### src/sv/skt_pkg.sv
// Shared types, codes and default sizes for the sorted key table.
`timescale 1ns / 1ps

package skt_pkg;

    localparam int DEF_DEPTH     = 64;
    localparam int DEF_KEY_WIDTH = 32;
    localparam int ACT_W         = 3;
    localparam int STATUS_W      = 2;

    typedef enum logic [ACT_W-1:0] {
        ACT_INSERT = 3'd0,
        ACT_SEARCH = 3'd1,
        ACT_DELETE = 3'd2,
        ACT_MIN    = 3'd3,
        ACT_MAX    = 3'd4,
        ACT_PRED   = 3'd5,
        ACT_SUCC   = 3'd6
    } t_action;

    typedef enum logic [STATUS_W-1:0] {
        ST_OK   = 2'd0,
        ST_MISS = 2'd1,
        ST_FULL = 2'd2
    } t_status;

    // Starting index loaded with a new transaction
    typedef enum logic [2:0] {
        ISEL_ZERO = 3'd0,
        ISEL_CNT  = 3'd1,
        ISEL_LAST = 3'd2,
        ISEL_POS  = 3'd3,
        ISEL_PRED = 3'd4,
        ISEL_SUCC = 3'd5
    } t_isel;

    // Read address offset from the current index
    typedef enum logic [1:0] {
        OFS_ZERO = 2'd0,
        OFS_DEC  = 2'd1,
        OFS_INC  = 2'd2
    } t_ofs;

    typedef enum logic [1:0] {
        KSEL_RD   = 2'd0,
        KSEL_KEY  = 2'd1,
        KSEL_HOLD = 2'd2
    } t_ksel;

    typedef enum logic {
        PSEL_IDX = 1'b0,
        PSEL_POS = 1'b1
    } t_psel;

    typedef struct packed {
        logic    load;
        t_isel   isel;
        logic    rd_en;
        t_ofs    rd_ofs;
        logic    wr_en;
        logic    wr_key;
        logic    idx_inc;
        logic    idx_dec;
        logic    save_key;
        logic    cnt_inc;
        logic    cnt_dec;
        logic    done;
        t_status status;
        t_ksel   ksel;
        t_psel   psel;
    } t_cmd;

    typedef struct packed {
        logic full;
        logic empty;
        logic pos_ok;
        logic pred_ok;
        logic succ_ok;
        logic gt;
        logic eq;
        logic idx_zero;
        logic idx_last;
    } t_stat;

endpackage

### src/sv/skt_dpath.sv
// Datapath of the sorted key table: key memory, index, count and result registers.
`timescale 1ns / 1ps

module skt_dpath #(
    parameter int DEPTH     = skt_pkg::DEF_DEPTH,
    parameter int KEY_WIDTH = skt_pkg::DEF_KEY_WIDTH,
    localparam int IDX_W    = $clog2(DEPTH),
    localparam int CNT_W    = $clog2(DEPTH + 1)
) (
    input  logic                        i_clk,
    input  logic                        i_rst_n,
    input  skt_pkg::t_cmd               i_cmd,
    output skt_pkg::t_stat              o_stat,
    input  logic signed [KEY_WIDTH-1:0] i_key,
    input  logic        [IDX_W-1:0]     i_position,
    output logic                        o_strobe,
    output skt_pkg::t_status            o_status,
    output logic signed [KEY_WIDTH-1:0] o_found_key,
    output logic        [IDX_W-1:0]     o_found_position,
    output logic        [CNT_W-1:0]     o_entry_count
);

    logic signed [KEY_WIDTH-1:0] r_mem [DEPTH];
    logic signed [KEY_WIDTH-1:0] r_rd_data;
    logic signed [KEY_WIDTH-1:0] r_key;
    logic        [IDX_W-1:0]     r_pos;
    logic        [IDX_W-1:0]     r_idx;
    logic        [CNT_W-1:0]     r_cnt;
    logic                        r_strobe;
    skt_pkg::t_status            r_status;
    logic signed [KEY_WIDTH-1:0] r_fkey;
    logic        [IDX_W-1:0]     r_fpos;

    logic        [IDX_W-1:0]     w_rd_addr;
    logic signed [KEY_WIDTH-1:0] w_wr_data;
    logic        [IDX_W-1:0]     n_idx;
    logic        [CNT_W:0]       w_pos_next;

    always_comb begin
        case (i_cmd.rd_ofs)
            skt_pkg::OFS_DEC: w_rd_addr = r_idx - IDX_W'(1);
            skt_pkg::OFS_INC: w_rd_addr = r_idx + IDX_W'(1);
            default:          w_rd_addr = r_idx;
        endcase
    end

    assign w_wr_data  = i_cmd.wr_key ? r_key : r_rd_data;
    assign w_pos_next = (CNT_W + 1)'(i_position) + (CNT_W + 1)'(1);

    always_comb begin
        o_stat.full     = (r_cnt == CNT_W'(DEPTH));
        o_stat.empty    = (r_cnt == '0);
        o_stat.pos_ok   = (CNT_W'(i_position) < r_cnt);
        o_stat.pred_ok  = (CNT_W'(i_position) < r_cnt) && (i_position != '0);
        o_stat.succ_ok  = (w_pos_next < (CNT_W + 1)'(r_cnt));
        o_stat.gt       = (r_rd_data > r_key);
        o_stat.eq       = (r_rd_data == r_key);
        o_stat.idx_zero = (r_idx == '0);
        o_stat.idx_last = ((CNT_W'(r_idx) + CNT_W'(1)) == r_cnt);
    end

    always_comb begin
        n_idx = r_idx;
        if (i_cmd.load) begin
            case (i_cmd.isel)
                skt_pkg::ISEL_CNT:  n_idx = r_cnt[IDX_W-1:0];
                skt_pkg::ISEL_LAST: n_idx = IDX_W'(r_cnt - CNT_W'(1));
                skt_pkg::ISEL_POS:  n_idx = i_position;
                skt_pkg::ISEL_PRED: n_idx = i_position - IDX_W'(1);
                skt_pkg::ISEL_SUCC: n_idx = i_position + IDX_W'(1);
                default:            n_idx = '0;
            endcase
        end else if (i_cmd.idx_inc) begin
            n_idx = r_idx + IDX_W'(1);
        end else if (i_cmd.idx_dec) begin
            n_idx = r_idx - IDX_W'(1);
        end
    end

    // Key memory: one write and one registered read per cycle
    always_ff @(posedge i_clk) begin
        if (i_cmd.wr_en) begin
            r_mem[r_idx] <= w_wr_data;
        end
        if (i_cmd.rd_en) begin
            r_rd_data <= r_mem[w_rd_addr];
        end
    end

    always_ff @(posedge i_clk) begin
        r_idx <= n_idx;
        if (i_cmd.load) begin
            r_key <= i_key;
            r_pos <= i_position;
        end
        if (i_cmd.save_key) begin
            r_fkey <= r_rd_data;
        end
        if (i_cmd.done) begin
            r_status <= i_cmd.status;
            if (i_cmd.status != skt_pkg::ST_OK) begin
                r_fkey <= '0;
                r_fpos <= '0;
            end else begin
                case (i_cmd.ksel)
                    skt_pkg::KSEL_RD:  r_fkey <= r_rd_data;
                    skt_pkg::KSEL_KEY: r_fkey <= r_key;
                    default:           r_fkey <= r_fkey;
                endcase
                r_fpos <= (i_cmd.psel == skt_pkg::PSEL_POS) ? r_pos : r_idx;
            end
        end
    end

    always_ff @(posedge i_clk) begin
        if (!i_rst_n) begin
            r_cnt    <= '0;
            r_strobe <= 1'b0;
        end else begin
            r_strobe <= i_cmd.done;
            if (i_cmd.cnt_inc) begin
                r_cnt <= r_cnt + CNT_W'(1);
            end else if (i_cmd.cnt_dec) begin
                r_cnt <= r_cnt - CNT_W'(1);
            end
        end
    end

    assign o_strobe         = r_strobe;
    assign o_status         = r_status;
    assign o_found_key      = r_fkey;
    assign o_found_position = r_fpos;
    assign o_entry_count    = r_cnt;

`ifndef SYNTHESIS
    a_wr_in_range: assert property (@(posedge i_clk) disable iff (!i_rst_n)
        i_cmd.wr_en |-> (CNT_W'(r_idx) <= r_cnt))
        else $error("key write beyond the filled region");

    a_cnt_bound: assert property (@(posedge i_clk) disable iff (!i_rst_n)
        i_cmd.cnt_inc |=> (r_cnt <= CNT_W'(DEPTH)) && (r_cnt != '0))
        else $error("entry count outside table depth");
`endif

endmodule

### src/sv/skt_ctrl.sv
// Controller state machine of the sorted key table.
`timescale 1ns / 1ps

module skt_ctrl (
    input  logic                        i_clk,
    input  logic                        i_rst_n,
    input  logic                        i_start,
    input  logic [skt_pkg::ACT_W-1:0]   i_action,
    input  skt_pkg::t_stat              i_stat,
    output skt_pkg::t_cmd               o_cmd,
    output logic                        o_busy
);

    typedef enum logic [4:0] {
        S_IDLE     = 5'b00001,
        S_READ     = 5'b00010,
        S_EVAL     = 5'b00100,
        S_SHIFT_RD = 5'b01000,
        S_SHIFT_WR = 5'b10000
    } t_state;

    t_state           r_state;
    t_state           n_state;
    skt_pkg::t_action r_op;
    skt_pkg::t_action n_op;

    always_comb begin
        n_state = r_state;
        n_op    = r_op;

        o_cmd.load     = 1'b0;
        o_cmd.isel     = skt_pkg::ISEL_ZERO;
        o_cmd.rd_en    = 1'b0;
        o_cmd.rd_ofs   = skt_pkg::OFS_ZERO;
        o_cmd.wr_en    = 1'b0;
        o_cmd.wr_key   = 1'b0;
        o_cmd.idx_inc  = 1'b0;
        o_cmd.idx_dec  = 1'b0;
        o_cmd.save_key = 1'b0;
        o_cmd.cnt_inc  = 1'b0;
        o_cmd.cnt_dec  = 1'b0;
        o_cmd.done     = 1'b0;
        o_cmd.status   = skt_pkg::ST_OK;
        o_cmd.ksel     = skt_pkg::KSEL_RD;
        o_cmd.psel     = skt_pkg::PSEL_IDX;

        case (r_state)
            S_IDLE: begin
                if (i_start) begin
                    n_op = skt_pkg::t_action'(i_action);
                    // assume a reject; valid cases below override
                    o_cmd.done   = 1'b1;
                    o_cmd.status = skt_pkg::ST_MISS;
                    case (skt_pkg::t_action'(i_action))
                        skt_pkg::ACT_INSERT: begin
                            if (i_stat.full) begin
                                o_cmd.status = skt_pkg::ST_FULL;
                            end else begin
                                o_cmd.done = 1'b0;
                                o_cmd.load = 1'b1;
                                o_cmd.isel = skt_pkg::ISEL_CNT;
                            end
                        end
                        skt_pkg::ACT_SEARCH, skt_pkg::ACT_MIN: begin
                            if (!i_stat.empty) begin
                                o_cmd.done = 1'b0;
                                o_cmd.load = 1'b1;
                                o_cmd.isel = skt_pkg::ISEL_ZERO;
                            end
                        end
                        skt_pkg::ACT_MAX: begin
                            if (!i_stat.empty) begin
                                o_cmd.done = 1'b0;
                                o_cmd.load = 1'b1;
                                o_cmd.isel = skt_pkg::ISEL_LAST;
                            end
                        end
                        skt_pkg::ACT_DELETE: begin
                            if (i_stat.pos_ok) begin
                                o_cmd.done = 1'b0;
                                o_cmd.load = 1'b1;
                                o_cmd.isel = skt_pkg::ISEL_POS;
                            end
                        end
                        skt_pkg::ACT_PRED: begin
                            if (i_stat.pred_ok) begin
                                o_cmd.done = 1'b0;
                                o_cmd.load = 1'b1;
                                o_cmd.isel = skt_pkg::ISEL_PRED;
                            end
                        end
                        skt_pkg::ACT_SUCC: begin
                            if (i_stat.succ_ok) begin
                                o_cmd.done = 1'b0;
                                o_cmd.load = 1'b1;
                                o_cmd.isel = skt_pkg::ISEL_SUCC;
                            end
                        end
                        default: begin
                            o_cmd.status = skt_pkg::ST_MISS;
                        end
                    endcase
                    if (o_cmd.load) begin
                        n_state = S_READ;
                    end
                end
            end
            S_READ: begin
                if (r_op == skt_pkg::ACT_INSERT && i_stat.idx_zero) begin
                    // reached the bottom slot: drop the key in
                    o_cmd.wr_en   = 1'b1;
                    o_cmd.wr_key  = 1'b1;
                    o_cmd.cnt_inc = 1'b1;
                    o_cmd.done    = 1'b1;
                    o_cmd.ksel    = skt_pkg::KSEL_KEY;
                    n_state       = S_IDLE;
                end else begin
                    o_cmd.rd_en  = 1'b1;
                    o_cmd.rd_ofs = (r_op == skt_pkg::ACT_INSERT) ? skt_pkg::OFS_DEC
                                                                 : skt_pkg::OFS_ZERO;
                    n_state      = S_EVAL;
                end
            end
            S_EVAL: begin
                case (r_op)
                    skt_pkg::ACT_INSERT: begin
                        if (i_stat.gt) begin
                            o_cmd.wr_en   = 1'b1;
                            o_cmd.idx_dec = 1'b1;
                            n_state       = S_READ;
                        end else begin
                            o_cmd.wr_en   = 1'b1;
                            o_cmd.wr_key  = 1'b1;
                            o_cmd.cnt_inc = 1'b1;
                            o_cmd.done    = 1'b1;
                            o_cmd.ksel    = skt_pkg::KSEL_KEY;
                            n_state       = S_IDLE;
                        end
                    end
                    skt_pkg::ACT_SEARCH: begin
                        if (i_stat.eq) begin
                            o_cmd.done = 1'b1;
                            o_cmd.ksel = skt_pkg::KSEL_KEY;
                            n_state    = S_IDLE;
                        end else if (i_stat.gt || i_stat.idx_last) begin
                            o_cmd.done   = 1'b1;
                            o_cmd.status = skt_pkg::ST_MISS;
                            n_state      = S_IDLE;
                        end else begin
                            o_cmd.idx_inc = 1'b1;
                            n_state       = S_READ;
                        end
                    end
                    skt_pkg::ACT_DELETE: begin
                        o_cmd.save_key = 1'b1;
                        n_state        = S_SHIFT_RD;
                    end
                    default: begin
                        o_cmd.done = 1'b1;
                        n_state    = S_IDLE;
                    end
                endcase
            end
            S_SHIFT_RD: begin
                if (i_stat.idx_last) begin
                    o_cmd.cnt_dec = 1'b1;
                    o_cmd.done    = 1'b1;
                    o_cmd.ksel    = skt_pkg::KSEL_HOLD;
                    o_cmd.psel    = skt_pkg::PSEL_POS;
                    n_state       = S_IDLE;
                end else begin
                    o_cmd.rd_en  = 1'b1;
                    o_cmd.rd_ofs = skt_pkg::OFS_INC;
                    n_state      = S_SHIFT_WR;
                end
            end
            S_SHIFT_WR: begin
                o_cmd.wr_en   = 1'b1;
                o_cmd.idx_inc = 1'b1;
                n_state       = S_SHIFT_RD;
            end
            default: begin
                n_state = S_IDLE;
            end
        endcase
    end

    always_ff @(posedge i_clk) begin
        if (!i_rst_n) begin
            r_state <= S_IDLE;
            r_op    <= skt_pkg::ACT_INSERT;
        end else begin
            r_state <= n_state;
            r_op    <= n_op;
        end
    end

    assign o_busy = (r_state != S_IDLE);

`ifndef SYNTHESIS
    a_done_to_idle: assert property (@(posedge i_clk) disable iff (!i_rst_n)
        o_cmd.done |=> (r_state == S_IDLE))
        else $error("controller still busy after finishing a transaction");

    a_load_on_accept: assert property (@(posedge i_clk) disable iff (!i_rst_n)
        o_cmd.load |-> (r_state == S_IDLE) && i_start && !o_cmd.done)
        else $error("transaction loaded outside an accept");

    a_write_excl: assert property (@(posedge i_clk) disable iff (!i_rst_n)
        o_cmd.wr_en |=> !o_cmd.wr_en || (r_op == skt_pkg::ACT_INSERT && o_cmd.done))
        else $error("back-to-back key writes inside one transaction");
`endif

endmodule

### src/sv/sorted_key_table.sv
// Top level of the sorted key table: controller plus datapath.
`timescale 1ns / 1ps

// Sorted key table: holds up to DEPTH signed keys in ascending order,
// duplicates allowed (a new key goes after any equal keys).
// Request channel: drive i_action, i_key and i_position with start high;
// the transaction is taken at the clock edge where start is high and busy
// is low. busy stays high until the transaction has finished.
// Result channel: o_status, o_found_key, o_found_position and
// o_entry_count are valid for the single cycle in which o_strobe is high.
// The receiver cannot stall; results not taken in that cycle are lost.
// Work done from accept to strobe, with n keys held:
//   rejected request (full, empty, bad position, unknown action): answered
//     from idle, busy never goes high; min, max, predecessor, successor: one read
//   search hitting or passing sorted position p: scans entries 0 to p
//   insert landing at position p: moves entries p to n-1 up by one
//   delete at position p: moves entries p+1 to n-1 down by one
// Each step is one registered read of the key memory followed by a compare,
// a write or both, one step per entry scanned or moved.
// Reset clears the entry count, the strobe and the controller state; the key
// memory and result registers are left as is, and only entries below the count are ever read.
module sorted_key_table #(
    parameter int DEPTH     = skt_pkg::DEF_DEPTH,
    parameter int KEY_WIDTH = skt_pkg::DEF_KEY_WIDTH,
    localparam int IDX_W    = $clog2(DEPTH),
    localparam int CNT_W    = $clog2(DEPTH + 1)
) (
    input  logic                           i_clk,
    input  logic                           i_rst_n,
    input  logic                           start,
    output logic                           busy,
    input  logic [skt_pkg::ACT_W-1:0]      i_action,
    input  logic signed [KEY_WIDTH-1:0]    i_key,
    input  logic [IDX_W-1:0]               i_position,
    output logic                           o_strobe,
    output logic [skt_pkg::STATUS_W-1:0]   o_status,
    output logic signed [KEY_WIDTH-1:0]    o_found_key,
    output logic [IDX_W-1:0]               o_found_position,
    output logic [CNT_W-1:0]               o_entry_count
);

    skt_pkg::t_cmd    w_cmd;
    skt_pkg::t_stat   w_stat;
    skt_pkg::t_status w_status;
    logic             w_busy;

    // Controller: sequences each transaction through read / compare / write
    skt_ctrl u_ctrl (
        .i_clk    (i_clk),
        .i_rst_n  (i_rst_n),
        .i_start  (start),
        .i_action (i_action),
        .i_stat   (w_stat),
        .o_cmd    (w_cmd),
        .o_busy   (w_busy)
    );

    // Datapath: key memory, walking index, entry count and result registers
    skt_dpath #(
        .DEPTH     (DEPTH),
        .KEY_WIDTH (KEY_WIDTH)
    ) u_dpath (
        .i_clk            (i_clk),
        .i_rst_n          (i_rst_n),
        .i_cmd            (w_cmd),
        .o_stat           (w_stat),
        .i_key            (i_key),
        .i_position       (i_position),
        .o_strobe         (o_strobe),
        .o_status         (w_status),
        .o_found_key      (o_found_key),
        .o_found_position (o_found_position),
        .o_entry_count    (o_entry_count)
    );

    assign busy     = w_busy;
    assign o_status = w_status;

endmodule

### config.mk
export PLATFORM = sky130hd
export DESIGN_NAME = sorted_key_table
export DESIGN_NICKNAME = d
export VERILOG_FILES = /design/src/sv/skt_pkg.sv /design/src/sv/skt_dpath.sv /design/src/sv/skt_ctrl.sv /design/src/sv/sorted_key_table.sv
export SDC_FILE = /design/constraint.sdc
export NUM_CORES = 2
export LEC_CHECK = 0
export BUFFER_PORTS_ARGS = -buffer_cell sky130_fd_sc_hd__buf_2
export CAP_MARGIN = 10
export CORE_MARGIN = 5
export CORE_UTILIZATION = 50
export CTS_CLUSTER_DIAMETER = 30
export DETAILED_ROUTE_END_ITERATION = 6
export HOLD_SLACK_MARGIN = 0.03
export PLACE_DENSITY = 0.64
export SYNTH_ARGS = -nofsm -noshare
export SYNTH_HDL_FRONTEND = slang
export SYNTH_HIERARCHICAL = 1
export SYNTH_SLANG_ARGS = --single-unit
### constraint.sdc
create_clock -name i_clk -period 13.3 [get_ports i_clk]
set_clock_uncertainty 0.1 [all_clocks]
set_input_delay 2.66 -clock i_clk [delete_from_list [all_inputs] [get_ports i_clk]]
set_output_delay 2.66 -clock i_clk [all_outputs]
set_load 0.05 [all_outputs]
==> PnR_summary.wiki <==
{| class="wikitable"
! Metric !! Value
|-
| EDFF count, synth || 2164
|-
| Setup repair after global routing missed its margin || false
|-
| Slew at the pin closest to its max-slew limit || 1.27 ns
|-
| Setup-failing EPs final || 0
|-
| Total overflow reported by the global router || 0
|-
| Normalized max-slew margin || 15.4%
|-
| Number of buffer and inverter instances along the worst setup path || 2
|-
| Antenna-violating nets left || 0
|-
| Synth Area in Compound Gates || 3.70%
|-
| Starting density of the core || 50.4%
|-
| Total routing resource utilization after global routing || 26.8%
|-
| Routability Congestion || 0.832
|-
| Logic depth of the worst register-to-register path || 17
|-
| Pin count of the biggest net entering global routing || 132
|-
| Xor and xnor fraction of the mapped netlist area || 0.284%
|-
| Clock tree from TritonCTS || built
|-
| Warnings from Yosys || 6
|-
| Vias in the first global route || 46800
|-
| Total number of H-tree levels || 5
|-
| Global-route wire length before repair || 343 mm
|-
| Adder-Cell Fraction of Synth Area || 0.848%
|-
| Mean instance size in the synthesized netlist || 20.1 um2
|-
| Worst hold path type || register to register
|-
| Result of the run || finished, final reports clean
|-
| Clock-pin slew of the registers on the worst-case setup and hold paths || 0.05 ns
|-
| Max IR drop VDD || 0.156 mV
|-
| Clock Path Buffers || 4
|-
| Post-Syn Nets || 4411
|-
| Startpoint of the lowest-slack register-to-register path || u_dpath/r_idx[3]
|-
| Commonest non-fill, non-tap cell in the layout || sky130_fd_sc_hd__edfxtp_1
|-
| Count of state elements after synthesis || 2180
|-
| Total clock sinks || 2180
|-
| Kind of cell adding the most delay to the critical path || compound AO/OA/AOI/OAI gates
|-
| Hold-fix buffers, CTS || 0
|-
| Worst hold margin || 0.474 ns
|-
| Worst Hold End || u_ctrl/r_op[2]
|-
| Hold-critical path depth || 2
|-
| Async S/R FF share, synth || 0%
|-
| Most frequent cells in the layout || sky130_fd_sc_hd__edfxtp_1 (2164), sky130_fd_sc_hd__mux4_2 (473), sky130_fd_sc_hd__clkbuf_16 (402)
|-
| Die Footprint || 0.181 mm2
|-
| Simple logic cell fraction of the synthesized area || 3.73%
|-
| Iteration count of the initial detailed-routing pass || 7
|-
| Area overhead of the layout relative to synthesis || 20.0%
|-
| Setup crit end kind || register
|-
| Setup crit start kind || register
|-
| DRC violation count after routing || 0
|-
| Register area || 0.0653 mm2
|-
| Max Freq || 0.112 GHz
|-
| Count of fill cells added during filler insertion || 12000
|-
| Clk Tree Root Cell || sky130_fd_sc_hd__clkbuf_16
|-
| Via count || 46600
|-
| Highest-delay cell along the critical path || sky130_fd_sc_hd__nand3_1
|-
| Most common cell type on the critical path || sky130_fd_sc_hd__o21ai_0
|-
| Proportion of synthesized area in mux cells || 14.2%
|-
| Total Neg Setup Slack || 0 ns
|-
| Worst Setup Path Type || register to register
|-
| Post-CTS Setup Repair Bufs || 0
|-
| Count of cell types in the netlist || 81
|-
| Worst Min Path Start || u_ctrl/r_op[2]
|-
| Post-detailed-routing wire length || 244 mm
|-
| Port Buf Inserts || 92
|-
| Initial antenna violation count || 17
|-
| Total count of max-transition violations in the final report || 0
|-
| Most common flop cell mapped by yosys || sky130_fd_sc_hd__edfxtp_1
|-
| Drt via density || 6.36
|-
| Fraction of final layout cells with drive strength greater than 1 || 30.5%
|-
| Post-synthesis sequential area ratio || 75.5%
|-
| Worst Path Required || 13.81 ns
|-
| Die Y-Extent || 426 um
|-
| Critical register-to-register path endpoint || u_dpath/r_rd_data[12]
|-
| Total of max-cap violations || 0
|-
| Clock insertion delay at the later pin of the skew report || 0.95 ns
|-
| Wire per inst || 33.2 um
|-
| Period Utilization, post-route || 67.3%
|-
| Count of cells resized by post-cts repair || 0
|-
| Die W || 426 um
|-
| DRC marker count from the first detailed-route iteration || 5937
|-
| Area of the multi-input gates || 0.0204 mm2
|-
| Power density relative to cell area || 190 mW/mm2
|-
| Top fanout value on the critical path || 38
|-
| Core region area || 0.172 mm2
|-
| Min Clock Period, post-route || 8.95 ns
|-
| Number of placement rows || 152
|-
| Post-synthesis instance area || 0.0865 mm2
|-
| Main combinational cell family by area after synthesis || multiplexers
|-
| Number of CTS-inserted buffers || 395
|-
| Maximum single-stage delay on the critical path || 0.85 ns
|-
| Hold violation count in the final report || 0
|-
| Worst-case register-to-register setup slack || 4.35 ns
|-
| Total number of nets in the final design || 4806
|-
| Leakage power of the design || 33.9 nW
|-
| Arrival time at the worst endpoint || 9.46 ns
|-
| Cell count after synthesis || 4309
|-
| Cell Chain, Critical Path || nand3_1 -> nand3_1 -> o21ai_0 -> o21ai_0 -> o21ai_0 -> o2111ai_1 -> a21oi_1 -> nor4_1 -> ha_1 -> or2_1 -> o21a_4 -> buf_4 -> buf_4 -> mux4_2 -> a22o_1 -> o21ai_0 -> a311oi_1
|-
| Post-detail-place hpwl || 133 mm
|-
| Number of primary I/O pins || 93
|}
-- report_power, final --
| part | switching, W | leakage [nW] | internal [W] |
|---|---|---|---|
| combinational | 0.00134 | 7.88 | 0.000714 |
| sequential | 0.0000680 | 19.6 | 0.00770 |
| clock | 0.00337 | 6.44 | 0.00657 |
-- registers in the layout, indices dropped and copies added (netlist names) --
signal,count
u_dpath/r_idx,6
u_dpath/o_strobe,1
u_dpath/o_entry_count,7
u_dpath/r_key,32
u_ctrl/r_op,3
u_dpath/r_rd_data,32
u_dpath/o_status,2
u_ctrl/r_state,5
u_dpath/o_found_key,32
u_dpath/r_pos,6
u_dpath/o_found_position,6
u_dpath/r_mem,2048
-- metrics by stage --
step,cells,area (um2),util [%],total power [W],setup WS [ns]
floorplan,4309,86500,-,0.00922,5.63
finish,7329,104000,60.4,0.0198,4.35
detailed placement,6615,90500,52.7,0.00993,4.41
global placement,6614,90400,52.7,0.00991,4.50
global route,7326,104000,60.4,0.0203,3.72
CTS,7323,104000,60.4,0.0199,4.35
-- metal layers --
layer	vias to the layer above	part of all wire, %	GRT usage [%]	wire length (um)
li1	18800	-	-	-
met1	24400	37	35.4	89800
met2	2760	47	41.5	114000
met3	608	10	6.76	25000
met4	10	5.9	14.2	14400
met5	-	0.024	0	59
-- how the worst max path moves through the flow --
stage,to,cells after the start,from,slack [ns]
detailed placement,u_dpath/r_rd_data[12],17,u_dpath/r_idx[3],4.41
CTS,u_dpath/r_rd_data[12],17,u_dpath/r_idx[3],4.35
finish,u_dpath/r_rd_data[12],17,u_dpath/r_idx[3],4.35
global placement,u_dpath/r_rd_data[12],17,u_dpath/r_idx[3],4.50
global route,u_dpath/r_rd_data[12],17,u_dpath/r_idx[3],3.72
floorplan,u_dpath/r_idx[0],14,i_position[0],5.63
-- kinds of logic (layout without fill, tap and decap cells) --
kind of cell | count (synthesis) | in the layout
AO/OA/AOI/OAI | 442 | 442
XOR/XNOR | 28 | 28
adder cells (fa/ha/maj) | 58 | 58
buffers and inverters | 312 | 1018
flip-flops | 2180 | 2180
multiplexers | 630 | 630
other | 0 | 4
AND/OR/NAND/NOR | 659 | 659
-- final cells by class --
class	count	area share, %
Tap cell	2310	2.78
Sequential cell	2180	62.9
Antenna cell	4	0.00964
Clock buffer	429	9.79
Multi-Input combinational cell	1817	19.6
Timing Repair Buffer	251	1.67
Inverter	59	0.213
Clock inverter	279	3.01
-- worst reg2reg max path: cells and delay by family, from the launching register on --
family                     cells  cell delay [ns]
AOI/OAI and AO/OA              9             2.55
and+or+nand+nor                4             2.25
buffers and inverters          2             1.46
adders and majority gates      1             0.85
DFF                            1             0.83
muxes                          1             0.60
-- cells in the mapped netlist, types with 27 or more instances --
| master | instances | area share [%] |
|---|---|---|
| sky130_fd_sc_hd__a21oi_1 | 61 | 0.35 |
| sky130_fd_sc_hd__a22oi_1 | 136 | 1.2 |
| sky130_fd_sc_hd__buf_2 | 118 | 0.68 |
| sky130_fd_sc_hd__buf_4 | 27 | 0.23 |
| sky130_fd_sc_hd__clkbuf_1 | 87 | 0.38 |
| sky130_fd_sc_hd__edfxtp_1 | 2164 | 75 |
| sky130_fd_sc_hd__ha_1 | 57 | 0.82 |
| sky130_fd_sc_hd__inv_1 | 59 | 0.26 |
| sky130_fd_sc_hd__mux2_2 | 57 | 0.74 |
| sky130_fd_sc_hd__mux2i_1 | 100 | 1.2 |
| sky130_fd_sc_hd__mux4_2 | 473 | 12 |
| sky130_fd_sc_hd__nand2_1 | 245 | 1.1 |
| sky130_fd_sc_hd__nand3_1 | 137 | 0.79 |
| sky130_fd_sc_hd__nand4_1 | 34 | 0.25 |
| sky130_fd_sc_hd__nor2_1 | 107 | 0.46 |
| sky130_fd_sc_hd__o211ai_1 | 38 | 0.33 |
| sky130_fd_sc_hd__o21ai_0 | 36 | 0.21 |
No activity file was read; power rests on OpenSTA's default activity.
